$ cat config.mk
export PLATFORM = sky130hd
export DESIGN_NAME = gf2m_share_eval_and_interpolate_top
export DESIGN_NICKNAME = d
export VERILOG_FILES = /design/src/hdl/gfsi_pkg.sv /design/src/hdl/gfsi_mul.sv /design/src/hdl/gfsi_ctrl.sv /design/src/hdl/gf2m_share_eval_and_interpolate_top.sv
export SDC_FILE = /design/constraint.sdc
export NUM_CORES = 1
export LEC_CHECK = 0
export BUFFER_PORTS_ARGS = -buffer_cell sky130_fd_sc_hd__buf_2
export CAP_MARGIN = 20
export CORE_UTILIZATION = 35
export CTS_CLUSTER_SIZE = 12
export DETAILED_ROUTE_END_ITERATION = 8
export GPL_TIMING_DRIVEN = 0
export SLEW_MARGIN = 20
export SYNTH_ARGS = -nofsm -noshare
export SYNTH_HDL_FRONTEND = slang
export SYNTH_SLANG_ARGS = --single-unit
$ cat constraint.sdc
create_clock -name clock -period 3.2 [get_ports clock]
set_input_delay 0.32 -clock clock [delete_from_list [all_inputs] [get_ports clock]]
set_output_delay 0.32 -clock clock [all_outputs]
set_load 0.005 [all_outputs]
$ cat src/hdl/gfsi_pkg.sv
// Shared constants and codes for the GF(2^m) share evaluation and interpolation core.
// No dependencies; used by every module of the block.
package gfsi_pkg;

   // Reduction polynomial, masked to the field width where it is applied
   localparam int FIELD_POLY = 'h11D;

   // Bits of the multiplier operand consumed per cycle
   localparam int MUL_DIGIT = 4;

   // Configuration register
   localparam int CSR_WIDTH = 5;
   localparam logic [CSR_WIDTH-1:0] COEFF_COUNT_RESET = 5'd2;

   // Field widths fixed by the interface
   localparam int CMD_WIDTH    = 3;
   localparam int SLOT_WIDTH   = 4;
   localparam int STATUS_WIDTH = 2;

   // Command codes
   localparam logic [CMD_WIDTH-1:0] CMD_SET_COEF = 3'd0;
   localparam logic [CMD_WIDTH-1:0] CMD_EVALUATE = 3'd1;
   localparam logic [CMD_WIDTH-1:0] CMD_ADD_POINT = 3'd2;
   localparam logic [CMD_WIDTH-1:0] CMD_INTERPOLATE = 3'd3;
   localparam logic [CMD_WIDTH-1:0] CMD_CLEAR_POINTS = 3'd4;

   // Status codes
   localparam logic [STATUS_WIDTH-1:0] STATUS_OK   = 2'd0;
   localparam logic [STATUS_WIDTH-1:0] STATUS_DUP  = 2'd1;
   localparam logic [STATUS_WIDTH-1:0] STATUS_FULL = 2'd2;

endpackage

$ cat src/hdl/gfsi_mul.sv
// Digit-serial GF(2^m) multiplier shared by all field products of the core.
// Uses gfsi_pkg for the reduction polynomial and the digit size.
module gfsi_mul #(
   parameter int FIELD_BITS = 8
) (
   input  logic                  clock,
   input  logic                  reset,
   input  logic                  mul_start,
   input  logic [FIELD_BITS-1:0] mul_a,
   input  logic [FIELD_BITS-1:0] mul_b,
   output logic                  mul_done,
   output logic [FIELD_BITS-1:0] mul_prod
);

   localparam int DIGIT = gfsi_pkg::MUL_DIGIT;
   localparam int STEPS = (FIELD_BITS + DIGIT - 1) / DIGIT;
   localparam int PW    = STEPS * DIGIT;
   localparam int SC    = $clog2(STEPS + 1);
   localparam logic [FIELD_BITS-1:0] RED = FIELD_BITS'(gfsi_pkg::FIELD_POLY);

   logic [FIELD_BITS-1:0] a_ff, a_in;
   logic [PW-1:0]         b_sh_ff, b_sh_in;
   logic [FIELD_BITS-1:0] p_ff, p_in;
   logic [SC-1:0]         cnt_ff, cnt_in;
   logic                  done_ff, done_in;

   // One digit of MSB-first shift-and-add with reduction
   function automatic logic [FIELD_BITS-1:0] digit_step(
      input logic [FIELD_BITS-1:0] p,
      input logic [FIELD_BITS-1:0] a,
      input logic [DIGIT-1:0]      bits
   );
      logic [FIELD_BITS-1:0] v;
      v = p;
      for (int d = DIGIT - 1; d >= 0; d--) begin
         v = {v[FIELD_BITS-2:0], 1'b0} ^ (v[FIELD_BITS-1] ? RED : '0);
         if (bits[d]) begin
            v = v ^ a;
         end
      end
      return v;
   endfunction

   // Load operands on start, then advance one digit per cycle
   always_comb begin
      a_in    = a_ff;
      b_sh_in = b_sh_ff;
      p_in    = p_ff;
      cnt_in  = cnt_ff;
      done_in = 1'b0;
      if (mul_start) begin
         a_in    = mul_a;
         b_sh_in = PW'(mul_b);
         p_in    = '0;
         cnt_in  = SC'(STEPS);
      end else if (cnt_ff != '0) begin
         p_in    = digit_step(p_ff, a_ff, b_sh_ff[PW-1 -: DIGIT]);
         b_sh_in = b_sh_ff << DIGIT;
         cnt_in  = cnt_ff - SC'(1);
         done_in = (cnt_ff == SC'(1));
      end
   end

   always_ff @(posedge clock) begin
      if (reset) begin
         cnt_ff  <= '0;
         done_ff <= 1'b0;
      end else begin
         cnt_ff  <= cnt_in;
         done_ff <= done_in;
      end
   end

   always_ff @(posedge clock) begin
      a_ff    <= a_in;
      b_sh_ff <= b_sh_in;
      p_ff    <= p_in;
   end

   assign mul_done = done_ff;
   assign mul_prod = p_ff;

endmodule

$ cat src/hdl/gfsi_ctrl.sv
// Command sequencer with coefficient and point stores; drives the shared multiplier.
// Uses gfsi_pkg for command and status codes.
module gfsi_ctrl #(
   parameter int FIELD_BITS = 8,
   parameter int MAX_COEFFS = 16,
   parameter int MAX_POINTS = 16
) (
   input  logic                                clock,
   input  logic                                reset,
   input  logic                                start,
   output logic                                busy,
   input  logic [gfsi_pkg::CMD_WIDTH-1:0]      req_command,
   input  logic [gfsi_pkg::SLOT_WIDTH-1:0]     req_coef_slot,
   input  logic [FIELD_BITS-1:0]               req_point,
   input  logic [FIELD_BITS-1:0]               req_value,
   input  logic [$clog2(MAX_COEFFS+1)-1:0]     coeff_limit,
   output logic                                rsp_valid,
   output logic [FIELD_BITS-1:0]               rsp_result,
   output logic [gfsi_pkg::STATUS_WIDTH-1:0]   rsp_status,
   output logic                                mul_start,
   output logic [FIELD_BITS-1:0]               mul_a,
   output logic [FIELD_BITS-1:0]               mul_b,
   input  logic                                mul_done,
   input  logic [FIELD_BITS-1:0]               mul_prod
);

   localparam int CW  = $clog2(MAX_COEFFS + 1);
   localparam int CA  = $clog2(MAX_COEFFS);
   localparam int PCW = $clog2(MAX_POINTS + 1);
   localparam int PA  = $clog2(MAX_POINTS);
   localparam int EW  = $clog2(FIELD_BITS);
   localparam int NS  = 22;

   typedef enum logic [NS-1:0] {
      S_IDLE    = NS'(1) << 0,
      S_EXEC    = NS'(1) << 1,
      S_ADD_RD  = NS'(1) << 2,
      S_ADD_CMP = NS'(1) << 3,
      S_ADD_PUT = NS'(1) << 4,
      S_EV_STEP = NS'(1) << 5,
      S_EV_ADD  = NS'(1) << 6,
      S_IP_RDI  = NS'(1) << 7,
      S_IP_LDI  = NS'(1) << 8,
      S_IP_JRD  = NS'(1) << 9,
      S_IP_JCHK = NS'(1) << 10,
      S_IP_NUM  = NS'(1) << 11,
      S_IP_DEN  = NS'(1) << 12,
      S_IP_INV0 = NS'(1) << 13,
      S_IP_SQ   = NS'(1) << 14,
      S_IP_SQD  = NS'(1) << 15,
      S_IP_INVM = NS'(1) << 16,
      S_IP_T1   = NS'(1) << 17,
      S_IP_T2   = NS'(1) << 18,
      S_IP_T3   = NS'(1) << 19,
      S_MUL_WT  = NS'(1) << 20,
      S_FINISH  = NS'(1) << 21
   } state_type;

   state_type state_ff, state_in;
   state_type ret_ff, ret_in;

   logic [gfsi_pkg::CMD_WIDTH-1:0]    cmd_ff, cmd_in;
   logic [gfsi_pkg::SLOT_WIDTH-1:0]   slot_ff, slot_in;
   logic [FIELD_BITS-1:0]             pt_ff, pt_in;
   logic [FIELD_BITS-1:0]             val_ff, val_in;
   logic [FIELD_BITS-1:0]             acc_ff, acc_in;
   logic [FIELD_BITS-1:0]             num_ff, num_in;
   logic [FIELD_BITS-1:0]             den_ff, den_in;
   logic [FIELD_BITS-1:0]             sq_ff, sq_in;
   logic [FIELD_BITS-1:0]             inv_ff, inv_in;
   logic [CW-1:0]                     k_ff, k_in;
   logic [PCW-1:0]                    i_ff, i_in;
   logic [PCW-1:0]                    j_ff, j_in;
   logic [PCW-1:0]                    count_ff, count_in;
   logic [EW-1:0]                     ecnt_ff, ecnt_in;
   logic [gfsi_pkg::STATUS_WIDTH-1:0] status_ff, status_in;
   logic                              rsp_valid_ff, rsp_valid_in;
   logic [FIELD_BITS-1:0]             rsp_result_ff, rsp_result_in;
   logic [gfsi_pkg::STATUS_WIDTH-1:0] rsp_status_ff, rsp_status_in;

   // Stores and their registered read data
   logic [FIELD_BITS-1:0] coef_mem [MAX_COEFFS];
   logic [FIELD_BITS-1:0] xs_mem [MAX_POINTS];
   logic [FIELD_BITS-1:0] ys_mem [MAX_POINTS];
   logic [FIELD_BITS-1:0] coef_rd_ff;
   logic [FIELD_BITS-1:0] xi_rd_ff;
   logic [FIELD_BITS-1:0] xj_rd_ff;
   logic [FIELD_BITS-1:0] yi_rd_ff;
   logic                  coef_we;
   logic                  pt_we;

   logic j_last;
   logic i_last;

   assign busy   = (state_ff != S_IDLE);
   assign j_last = ((j_ff + PCW'(1)) == count_ff);
   assign i_last = ((i_ff + PCW'(1)) == count_ff);

   // Sequence one command through the shared multiplier
   always_comb begin
      state_in      = state_ff;
      ret_in        = ret_ff;
      cmd_in        = cmd_ff;
      slot_in       = slot_ff;
      pt_in         = pt_ff;
      val_in        = val_ff;
      acc_in        = acc_ff;
      num_in        = num_ff;
      den_in        = den_ff;
      sq_in         = sq_ff;
      inv_in        = inv_ff;
      k_in          = k_ff;
      i_in          = i_ff;
      j_in          = j_ff;
      count_in      = count_ff;
      ecnt_in       = ecnt_ff;
      status_in     = status_ff;
      rsp_valid_in  = 1'b0;
      rsp_result_in = rsp_result_ff;
      rsp_status_in = rsp_status_ff;
      mul_start     = 1'b0;
      mul_a         = acc_ff;
      mul_b         = pt_ff;
      coef_we       = 1'b0;
      pt_we         = 1'b0;

      case (state_ff)
         S_IDLE: begin
            if (start) begin
               cmd_in   = req_command;
               slot_in  = req_coef_slot;
               pt_in    = req_point;
               val_in   = req_value;
               state_in = S_EXEC;
            end
         end

         // Decode the command; clear the accumulator and status
         S_EXEC: begin
            acc_in    = '0;
            status_in = gfsi_pkg::STATUS_OK;
            j_in      = '0;
            i_in      = '0;
            state_in  = S_FINISH;
            case (cmd_ff)
               gfsi_pkg::CMD_SET_COEF: begin
                  coef_we = (32'(slot_ff) < MAX_COEFFS);
               end
               gfsi_pkg::CMD_EVALUATE: begin
                  k_in = coeff_limit;
                  if (coeff_limit != '0) begin
                     state_in = S_EV_STEP;
                  end
               end
               gfsi_pkg::CMD_ADD_POINT: begin
                  state_in = (count_ff == '0) ? S_ADD_PUT : S_ADD_RD;
               end
               gfsi_pkg::CMD_INTERPOLATE: begin
                  if (count_ff != '0) begin
                     state_in = S_IP_RDI;
                  end
               end
               gfsi_pkg::CMD_CLEAR_POINTS: begin
                  count_in = '0;
               end
               default: begin
                  state_in = S_FINISH;
               end
            endcase
         end

         // Scan stored x values for a duplicate
         S_ADD_RD: begin
            state_in = S_ADD_CMP;
         end
         S_ADD_CMP: begin
            if (xj_rd_ff == pt_ff) begin
               status_in = gfsi_pkg::STATUS_DUP;
               state_in  = S_FINISH;
            end else if (j_last) begin
               state_in = S_ADD_PUT;
            end else begin
               j_in     = j_ff + PCW'(1);
               state_in = S_ADD_RD;
            end
         end
         S_ADD_PUT: begin
            if (count_ff == PCW'(MAX_POINTS)) begin
               status_in = gfsi_pkg::STATUS_FULL;
            end else begin
               pt_we    = 1'b1;
               count_in = count_ff + PCW'(1);
            end
            state_in = S_FINISH;
         end

         // Horner step: acc = acc * x + c[k-1]
         S_EV_STEP: begin
            k_in      = k_ff - CW'(1);
            mul_start = 1'b1;
            mul_a     = acc_ff;
            mul_b     = pt_ff;
            ret_in    = S_EV_ADD;
            state_in  = S_MUL_WT;
         end
         S_EV_ADD: begin
            acc_in   = mul_prod ^ coef_rd_ff;
            state_in = (k_ff == '0) ? S_FINISH : S_EV_STEP;
         end

         // Lagrange term for point i
         S_IP_RDI: begin
            state_in = S_IP_LDI;
         end
         S_IP_LDI: begin
            num_in = FIELD_BITS'(1);
            den_in = FIELD_BITS'(1);
            j_in   = '0;
            if (yi_rd_ff == '0) begin
               // zero share contributes nothing
               if (i_last) begin
                  state_in = S_FINISH;
               end else begin
                  i_in     = i_ff + PCW'(1);
                  state_in = S_IP_RDI;
               end
            end else begin
               state_in = S_IP_JRD;
            end
         end
         S_IP_JRD: begin
            state_in = S_IP_JCHK;
         end
         S_IP_JCHK: begin
            if (j_ff == i_ff) begin
               if (j_last) begin
                  state_in = S_IP_INV0;
               end else begin
                  j_in     = j_ff + PCW'(1);
                  state_in = S_IP_JRD;
               end
            end else begin
               mul_start = 1'b1;
               mul_a     = num_ff;
               mul_b     = pt_ff ^ xj_rd_ff;
               ret_in    = S_IP_NUM;
               state_in  = S_MUL_WT;
            end
         end
         S_IP_NUM: begin
            num_in    = mul_prod;
            mul_start = 1'b1;
            mul_a     = den_ff;
            mul_b     = xi_rd_ff ^ xj_rd_ff;
            ret_in    = S_IP_DEN;
            state_in  = S_MUL_WT;
         end
         S_IP_DEN: begin
            den_in = mul_prod;
            if (j_last) begin
               state_in = S_IP_INV0;
            end else begin
               j_in     = j_ff + PCW'(1);
               state_in = S_IP_JRD;
            end
         end

         // Invert the denominator: product of its squares D^2 .. D^(2^(m-1))
         S_IP_INV0: begin
            sq_in    = den_ff;
            inv_in   = FIELD_BITS'(1);
            ecnt_in  = EW'(FIELD_BITS - 1);
            state_in = S_IP_SQ;
         end
         S_IP_SQ: begin
            mul_start = 1'b1;
            mul_a     = sq_ff;
            mul_b     = sq_ff;
            ret_in    = S_IP_SQD;
            state_in  = S_MUL_WT;
         end
         S_IP_SQD: begin
            sq_in     = mul_prod;
            mul_start = 1'b1;
            mul_a     = inv_ff;
            mul_b     = mul_prod;
            ret_in    = S_IP_INVM;
            state_in  = S_MUL_WT;
         end
         S_IP_INVM: begin
            inv_in   = mul_prod;
            ecnt_in  = ecnt_ff - EW'(1);
            state_in = (ecnt_ff == EW'(1)) ? S_IP_T1 : S_IP_SQ;
         end

         // term = y * num * inv(den), folded into the sum
         S_IP_T1: begin
            mul_start = 1'b1;
            mul_a     = yi_rd_ff;
            mul_b     = num_ff;
            ret_in    = S_IP_T2;
            state_in  = S_MUL_WT;
         end
         S_IP_T2: begin
            mul_start = 1'b1;
            mul_a     = mul_prod;
            mul_b     = inv_ff;
            ret_in    = S_IP_T3;
            state_in  = S_MUL_WT;
         end
         S_IP_T3: begin
            acc_in = acc_ff ^ mul_prod;
            if (i_last) begin
               state_in = S_FINISH;
            end else begin
               i_in     = i_ff + PCW'(1);
               state_in = S_IP_RDI;
            end
         end

         // Hold until the multiplier finishes, then return
         S_MUL_WT: begin
            if (mul_done) begin
               state_in = ret_ff;
            end
         end

         // Present the result beat for one cycle
         S_FINISH: begin
            rsp_valid_in  = 1'b1;
            rsp_result_in = acc_ff;
            rsp_status_in = status_ff;
            state_in      = S_IDLE;
         end

         default: begin
            state_in = S_IDLE;
         end
      endcase
   end

   // Control registers
   always_ff @(posedge clock) begin
      if (reset) begin
         state_ff     <= S_IDLE;
         ret_ff       <= S_IDLE;
         count_ff     <= '0;
         rsp_valid_ff <= 1'b0;
      end else begin
         state_ff     <= state_in;
         ret_ff       <= ret_in;
         count_ff     <= count_in;
         rsp_valid_ff <= rsp_valid_in;
      end
   end

   // Payload registers
   always_ff @(posedge clock) begin
      cmd_ff        <= cmd_in;
      slot_ff       <= slot_in;
      pt_ff         <= pt_in;
      val_ff        <= val_in;
      acc_ff        <= acc_in;
      num_ff        <= num_in;
      den_ff        <= den_in;
      sq_ff         <= sq_in;
      inv_ff        <= inv_in;
      k_ff          <= k_in;
      i_ff          <= i_in;
      j_ff          <= j_in;
      ecnt_ff       <= ecnt_in;
      status_ff     <= status_in;
      rsp_result_ff <= rsp_result_in;
      rsp_status_ff <= rsp_status_in;
   end

   // Coefficient store
   always_ff @(posedge clock) begin
      if (coef_we) begin
         coef_mem[CA'(slot_ff)] <= val_ff;
      end
      coef_rd_ff <= coef_mem[k_ff[CA-1:0]];
   end

   // Point stores: x read at i and j, y read at i
   always_ff @(posedge clock) begin
      if (pt_we) begin
         xs_mem[count_ff[PA-1:0]] <= pt_ff;
         ys_mem[count_ff[PA-1:0]] <= val_ff;
      end
      xi_rd_ff <= xs_mem[i_ff[PA-1:0]];
      xj_rd_ff <= xs_mem[j_ff[PA-1:0]];
      yi_rd_ff <= ys_mem[i_ff[PA-1:0]];
   end

   assign rsp_valid  = rsp_valid_ff;
   assign rsp_result = rsp_result_ff;
   assign rsp_status = rsp_status_ff;

endmodule

$ cat src/hdl/gf2m_share_eval_and_interpolate_top.sv
// Top level of the GF(2^m) Shamir share core: threshold register, sequencer, multiplier.
// Depends on gfsi_pkg, gfsi_ctrl and gfsi_mul.
//
// Usage:
//   Input: a command beat is taken at a rising edge with start high and busy low.
//     req_command selects set coefficient, evaluate, add point, interpolate or
//     clear points; req_coef_slot, req_point and req_value carry its operands.
//   Output: every command returns exactly one beat on rsp_result / rsp_status,
//     marked by rsp_valid for one cycle. The receiver cannot stall; a beat that
//     is not taken in its cycle is gone.
//   Configuration: csr_we writes csr_wdata into the coefficient count (threshold)
//     at the edge; write it only while busy is low and no beat is pending.
// Sequence of work per command:
//   set, clear and unused codes go straight to the result beat. Add point
//   compares the new x against each stored x in turn. Evaluate with n
//   coefficients runs n Horner steps through the shared digit-serial multiplier.
//   Interpolate skips a point with a zero share; any other point takes two
//   products per other point, the squarings and products of the inversion
//   and two more products for its term. busy stays high for the whole
//   command; the next one is taken as the result beat is shown.
// Reset: the point count clears, the threshold returns to 2; coefficient and
//   point stores hold no defined contents until written.
module gf2m_share_eval_and_interpolate_top #(
   parameter int FIELD_BITS = 8,
   parameter int MAX_COEFFS = 16,
   parameter int MAX_POINTS = 16
) (
   input  logic                               clock,
   input  logic                               reset,
   input  logic                               start,
   output logic                               busy,
   input  logic [gfsi_pkg::CMD_WIDTH-1:0]     req_command,
   input  logic [gfsi_pkg::SLOT_WIDTH-1:0]    req_coef_slot,
   input  logic [FIELD_BITS-1:0]              req_point,
   input  logic [FIELD_BITS-1:0]              req_value,
   output logic                               rsp_valid,
   output logic [FIELD_BITS-1:0]              rsp_result,
   output logic [gfsi_pkg::STATUS_WIDTH-1:0]  rsp_status,
   input  logic                               csr_we,
   input  logic [gfsi_pkg::CSR_WIDTH-1:0]     csr_wdata
);

   localparam int CW = $clog2(MAX_COEFFS + 1);

   logic [gfsi_pkg::CSR_WIDTH-1:0] coeff_count_ff, coeff_count_in;
   logic [CW-1:0]                  coeff_limit;
   logic                           mul_start;
   logic [FIELD_BITS-1:0]          mul_a;
   logic [FIELD_BITS-1:0]          mul_b;
   logic                           mul_done;
   logic [FIELD_BITS-1:0]          mul_prod;

   // Threshold register
   assign coeff_count_in = csr_we ? csr_wdata : coeff_count_ff;

   always_ff @(posedge clock) begin
      if (reset) begin
         coeff_count_ff <= gfsi_pkg::COEFF_COUNT_RESET;
      end else begin
         coeff_count_ff <= coeff_count_in;
      end
   end

   // Saturate the count to the coefficient store depth
   assign coeff_limit = (32'(coeff_count_ff) > MAX_COEFFS) ? CW'(MAX_COEFFS)
                                                            : CW'(coeff_count_ff);

   gfsi_ctrl #(
      .FIELD_BITS (FIELD_BITS),
      .MAX_COEFFS (MAX_COEFFS),
      .MAX_POINTS (MAX_POINTS)
   ) u_ctrl (
      .clock         (clock),
      .reset         (reset),
      .start         (start),
      .busy          (busy),
      .req_command   (req_command),
      .req_coef_slot (req_coef_slot),
      .req_point     (req_point),
      .req_value     (req_value),
      .coeff_limit   (coeff_limit),
      .rsp_valid     (rsp_valid),
      .rsp_result    (rsp_result),
      .rsp_status    (rsp_status),
      .mul_start     (mul_start),
      .mul_a         (mul_a),
      .mul_b         (mul_b),
      .mul_done      (mul_done),
      .mul_prod      (mul_prod)
   );

   gfsi_mul #(
      .FIELD_BITS (FIELD_BITS)
   ) u_mul (
      .clock     (clock),
      .reset     (reset),
      .mul_start (mul_start),
      .mul_a     (mul_a),
      .mul_b     (mul_b),
      .mul_done  (mul_done),
      .mul_prod  (mul_prod)
   );

endmodule
==> impl_metrics.ini <==
[worst_setup_path]
startpoint = u_ctrl.state_ff[10]
criticalPathCategory = reg -> reg
cp_max_fo = 9
crit_slowest_cell = or4b_2
critPathMostFrequentCell = nor4_1
startpoint_type = flop
reg2regPathDepth = 6
endpoint_kind = flop
ff2ff_setup_slack_ns = 0.08
worstPathRequired_ns = 3.51
cpPeakStageDelay_ns = 0.65
regToRegEndpoint = u_mul.b_sh_ff[5]
critPathArrivalTime_ns = 3.43
path_cells = or4b_2 -> nor4_1 -> o211ai_1 -> nor4b_1 -> nor4_1 -> a21oi_1
reg2reg_from = u_ctrl.state_ff[10]

[clocking]
cts_tree = built
clk_path_buf_depth = 3
clk_latency_ns = 0.62
h-tree-depth = 3
cts_sinks = 577
cts_buffers = 66
cts_root_buf = clkbuf_16
path_clk_slew_ns = 0.06

[logic_synthesis]
synth_warnings = 0
synthTopCellsByCount = edfxtp_1, mux4_2, nand2_1
syn-num-nets = 1577
yosysSeqAreaShare_pct = 65.84
synth_ff_type = edfxtp_1
synth_most_common_cell = edfxtp_1
synth-async-reset-ratio_pct = 0
synth-compound-area-share_pct = 4.118
postSynthAreaPerCell_um2 = 16.30
yosysTopAreaCell = edfxtp_1
synth-simple-area-share_pct = 9.519
yosys.area.top_type_share_pct = 59.12
synthXorXnorAreaFrac_pct = 3.523
synth_top_family_by_area = multiplexers
ys_seq_elements = 577
synthTopCellsByArea = edfxtp_1, mux4_2, dfxtp_1
syn_inst = 1536
synthesis.area_um2 = 25040
muxShareOfSynthArea_pct = 14.92
yosysUniqueCellTypes = 73
synth_fa_ha_area_share_pct = 0.4497
synth-edff-count = 493

[global_routing]
gr-usage-met1_pct = 24.90
grt_max_degree = 33
antenna_found_initial = 1
first_global_vias = 15140
grt.overflow.total = 0
met2_usage_pct = 31.46
grt_usage_pct = 18.73
groute.layer.met3.usage_pct = 3.242
grt_pass1_wl_um = 100800
busiest_layer = met2

[timing]
finalCriticalPeriod_ns = 3.124
worstMarginPinSlew_ns = 1.078
finalCritPeriodShare_pct = 97.63
fmax_mhz = 320.1
fin_skew_ns = 0.02294
worst_slack_ns = 0.07577
timing.final.max_slew_violations = 0
max-slew-margin-rel_pct = 28.14
setup_viol = 0
finalSetupTns_ns = 0
hold_violations = 0

[finish]
multi_input_area_um2 = 8547
area_growth_pct = 19.70
fillers = 6271
nets = 1759
ff_latch_area_um2 = 16490
diodes = 0
final_area_um2 = 29970
drive_gt1_share_pct = 24.62

[drt]
wl_per_cell_um = 25.07
drc_errors = 0
ant_nets = 0
first_pass_iters = 6
drt-initial-drc-count = 1416
num_vias = 14900
via_per_inst = 5.495
routed_wl_um = 67970

[pwr]
ir_worst_vdd_uv = 384.3
p_leak_nw = 9.901
design_power_total_mw = 16.54
p_per_area_nw_per_um2 = 552.0

[floorplan]
core_um2 = 70390
die_y_um = 269.5
die-area_um2 = 72610
start_util_pct = 35.57
ioPinCount = 44
row_count = 97
fp.dieW_um = 269.5

[hold_path]
holdPathStages = 3
hold_class = in -> reg
min_from = start
min_to = u_ctrl.state_ff[1]

[place]
placed_area_um2 = 26760
gp_congestion = 0.9388
io_buffers = 42
dp_slack_ns = -0.6200
dp_hpwl_um = 45470

[run_status]
run_status = finished clean

[flow_run]
drv_cap = 0
metrics by stage:
step	util [%]	std cells	hold slack, ns
final	42.58	2711	0.06850
after global routing	42.58	2711	0.08723
after CTS	42.17	2695	0.05313
after detailed placement	38.01	2528	0.4285
after global placement	37.54	2518	0.4371
after floorplan	-	1536	0.4003
worst max-delay path: cells and delay by family, from the launching register on:
| kind | cells | cell delay (ns) |
|---|---|---|
| AO/OA/AOI/OAI | 2 | 0.38 |
| flip-flops | 1 | 0.51 |
| AND/OR/NAND/NOR | 4 | 1.94 |
flip-flops by register name (all words and copies together), names as in the netlist, 22 cells and up:
name and cells:
u_ctrl.coef_mem 128, u_ctrl.state_ff 22, u_ctrl.xs_mem 128, u_ctrl.ys_mem 128
logic make-up (layout without fill, tap and decap cells):
group | Yosys count | in the layout
DFF | 577 | 577
buffers and inverters | 104 | 339
AOI/OAI and AO/OA | 141 | 141
muxes | 173 | 173
xor gates and xnor gates | 85 | 85
and+or+nand+nor | 447 | 447
adders and majority gates | 9 | 9
metal layers:
metal | vias up | wire, um
met5 | - | 0
met4 | 0 | 1335
met3 | 89 | 4164
met2 | 525 | 33930
met1 | 7768 | 28540
li1 | 6514 | -
repair_timing:
action / CTS / global route
setup endpoints to repair: 420 / 411
buffers inserted: 18 / 9
endpoints found under the hold margin: 28 / 0
pin swaps: 11 / 6
hold buffers: 28 / 0
gates resized for setup: 42 / 21
worst max path at each step:
stage	end	slack (ns)
after CTS	u_ctrl.coef_mem[1][0]	-0.13
after floorplan	u_ctrl.xs_mem[14][0]	0.26
final	u_mul.b_sh_ff[5]	0.08
after global routing	u_ctrl.xs_mem[14][6]	-0.004
after global placement	u_ctrl.pt_ff[6]	-1.79
after detailed placement	u_ctrl.ys_mem[5][6]	-0.62
where the power goes:
group	total, mW	switching, mW	leakage, nW	internal [mW]
logic	0.687	0.396	3.70	0.290
registers	8.41	0.151	5.15	8.26
clock network	7.45	3.16	1.05	4.29
total	16.5	3.71	9.90	12.8
cells in the final DEF, fill, tap and decap left out, types with 21 or more instances in the layout:
cell,instances
clkbuf_1,69
nand3_1,30
nand2_1,115
xor2_1,33
edfxtp_1,493
nor3_1,28
a21oi_1,36
mux4_2,160
buf_2,54
dlygate4sd3_1,28
inv_1,21
nor2_1,62
nor2_4,26
xnor2_1,42
dfxtp_1,84
and2_1,34
clkbuf_16,67
cell type report:
type	instances	area share (%)
Clock buffer	96	6.191
Tap cell	940	3.924
Inverter	21	0.2630
Buffer	83	1.144
Multi-Input combinational cell	855	28.52
Timing Repair Buffer	114	3.953
Clock inverter	25	1.002
Sequential cell	577	55.01
(Power assumes the default switching activity.)
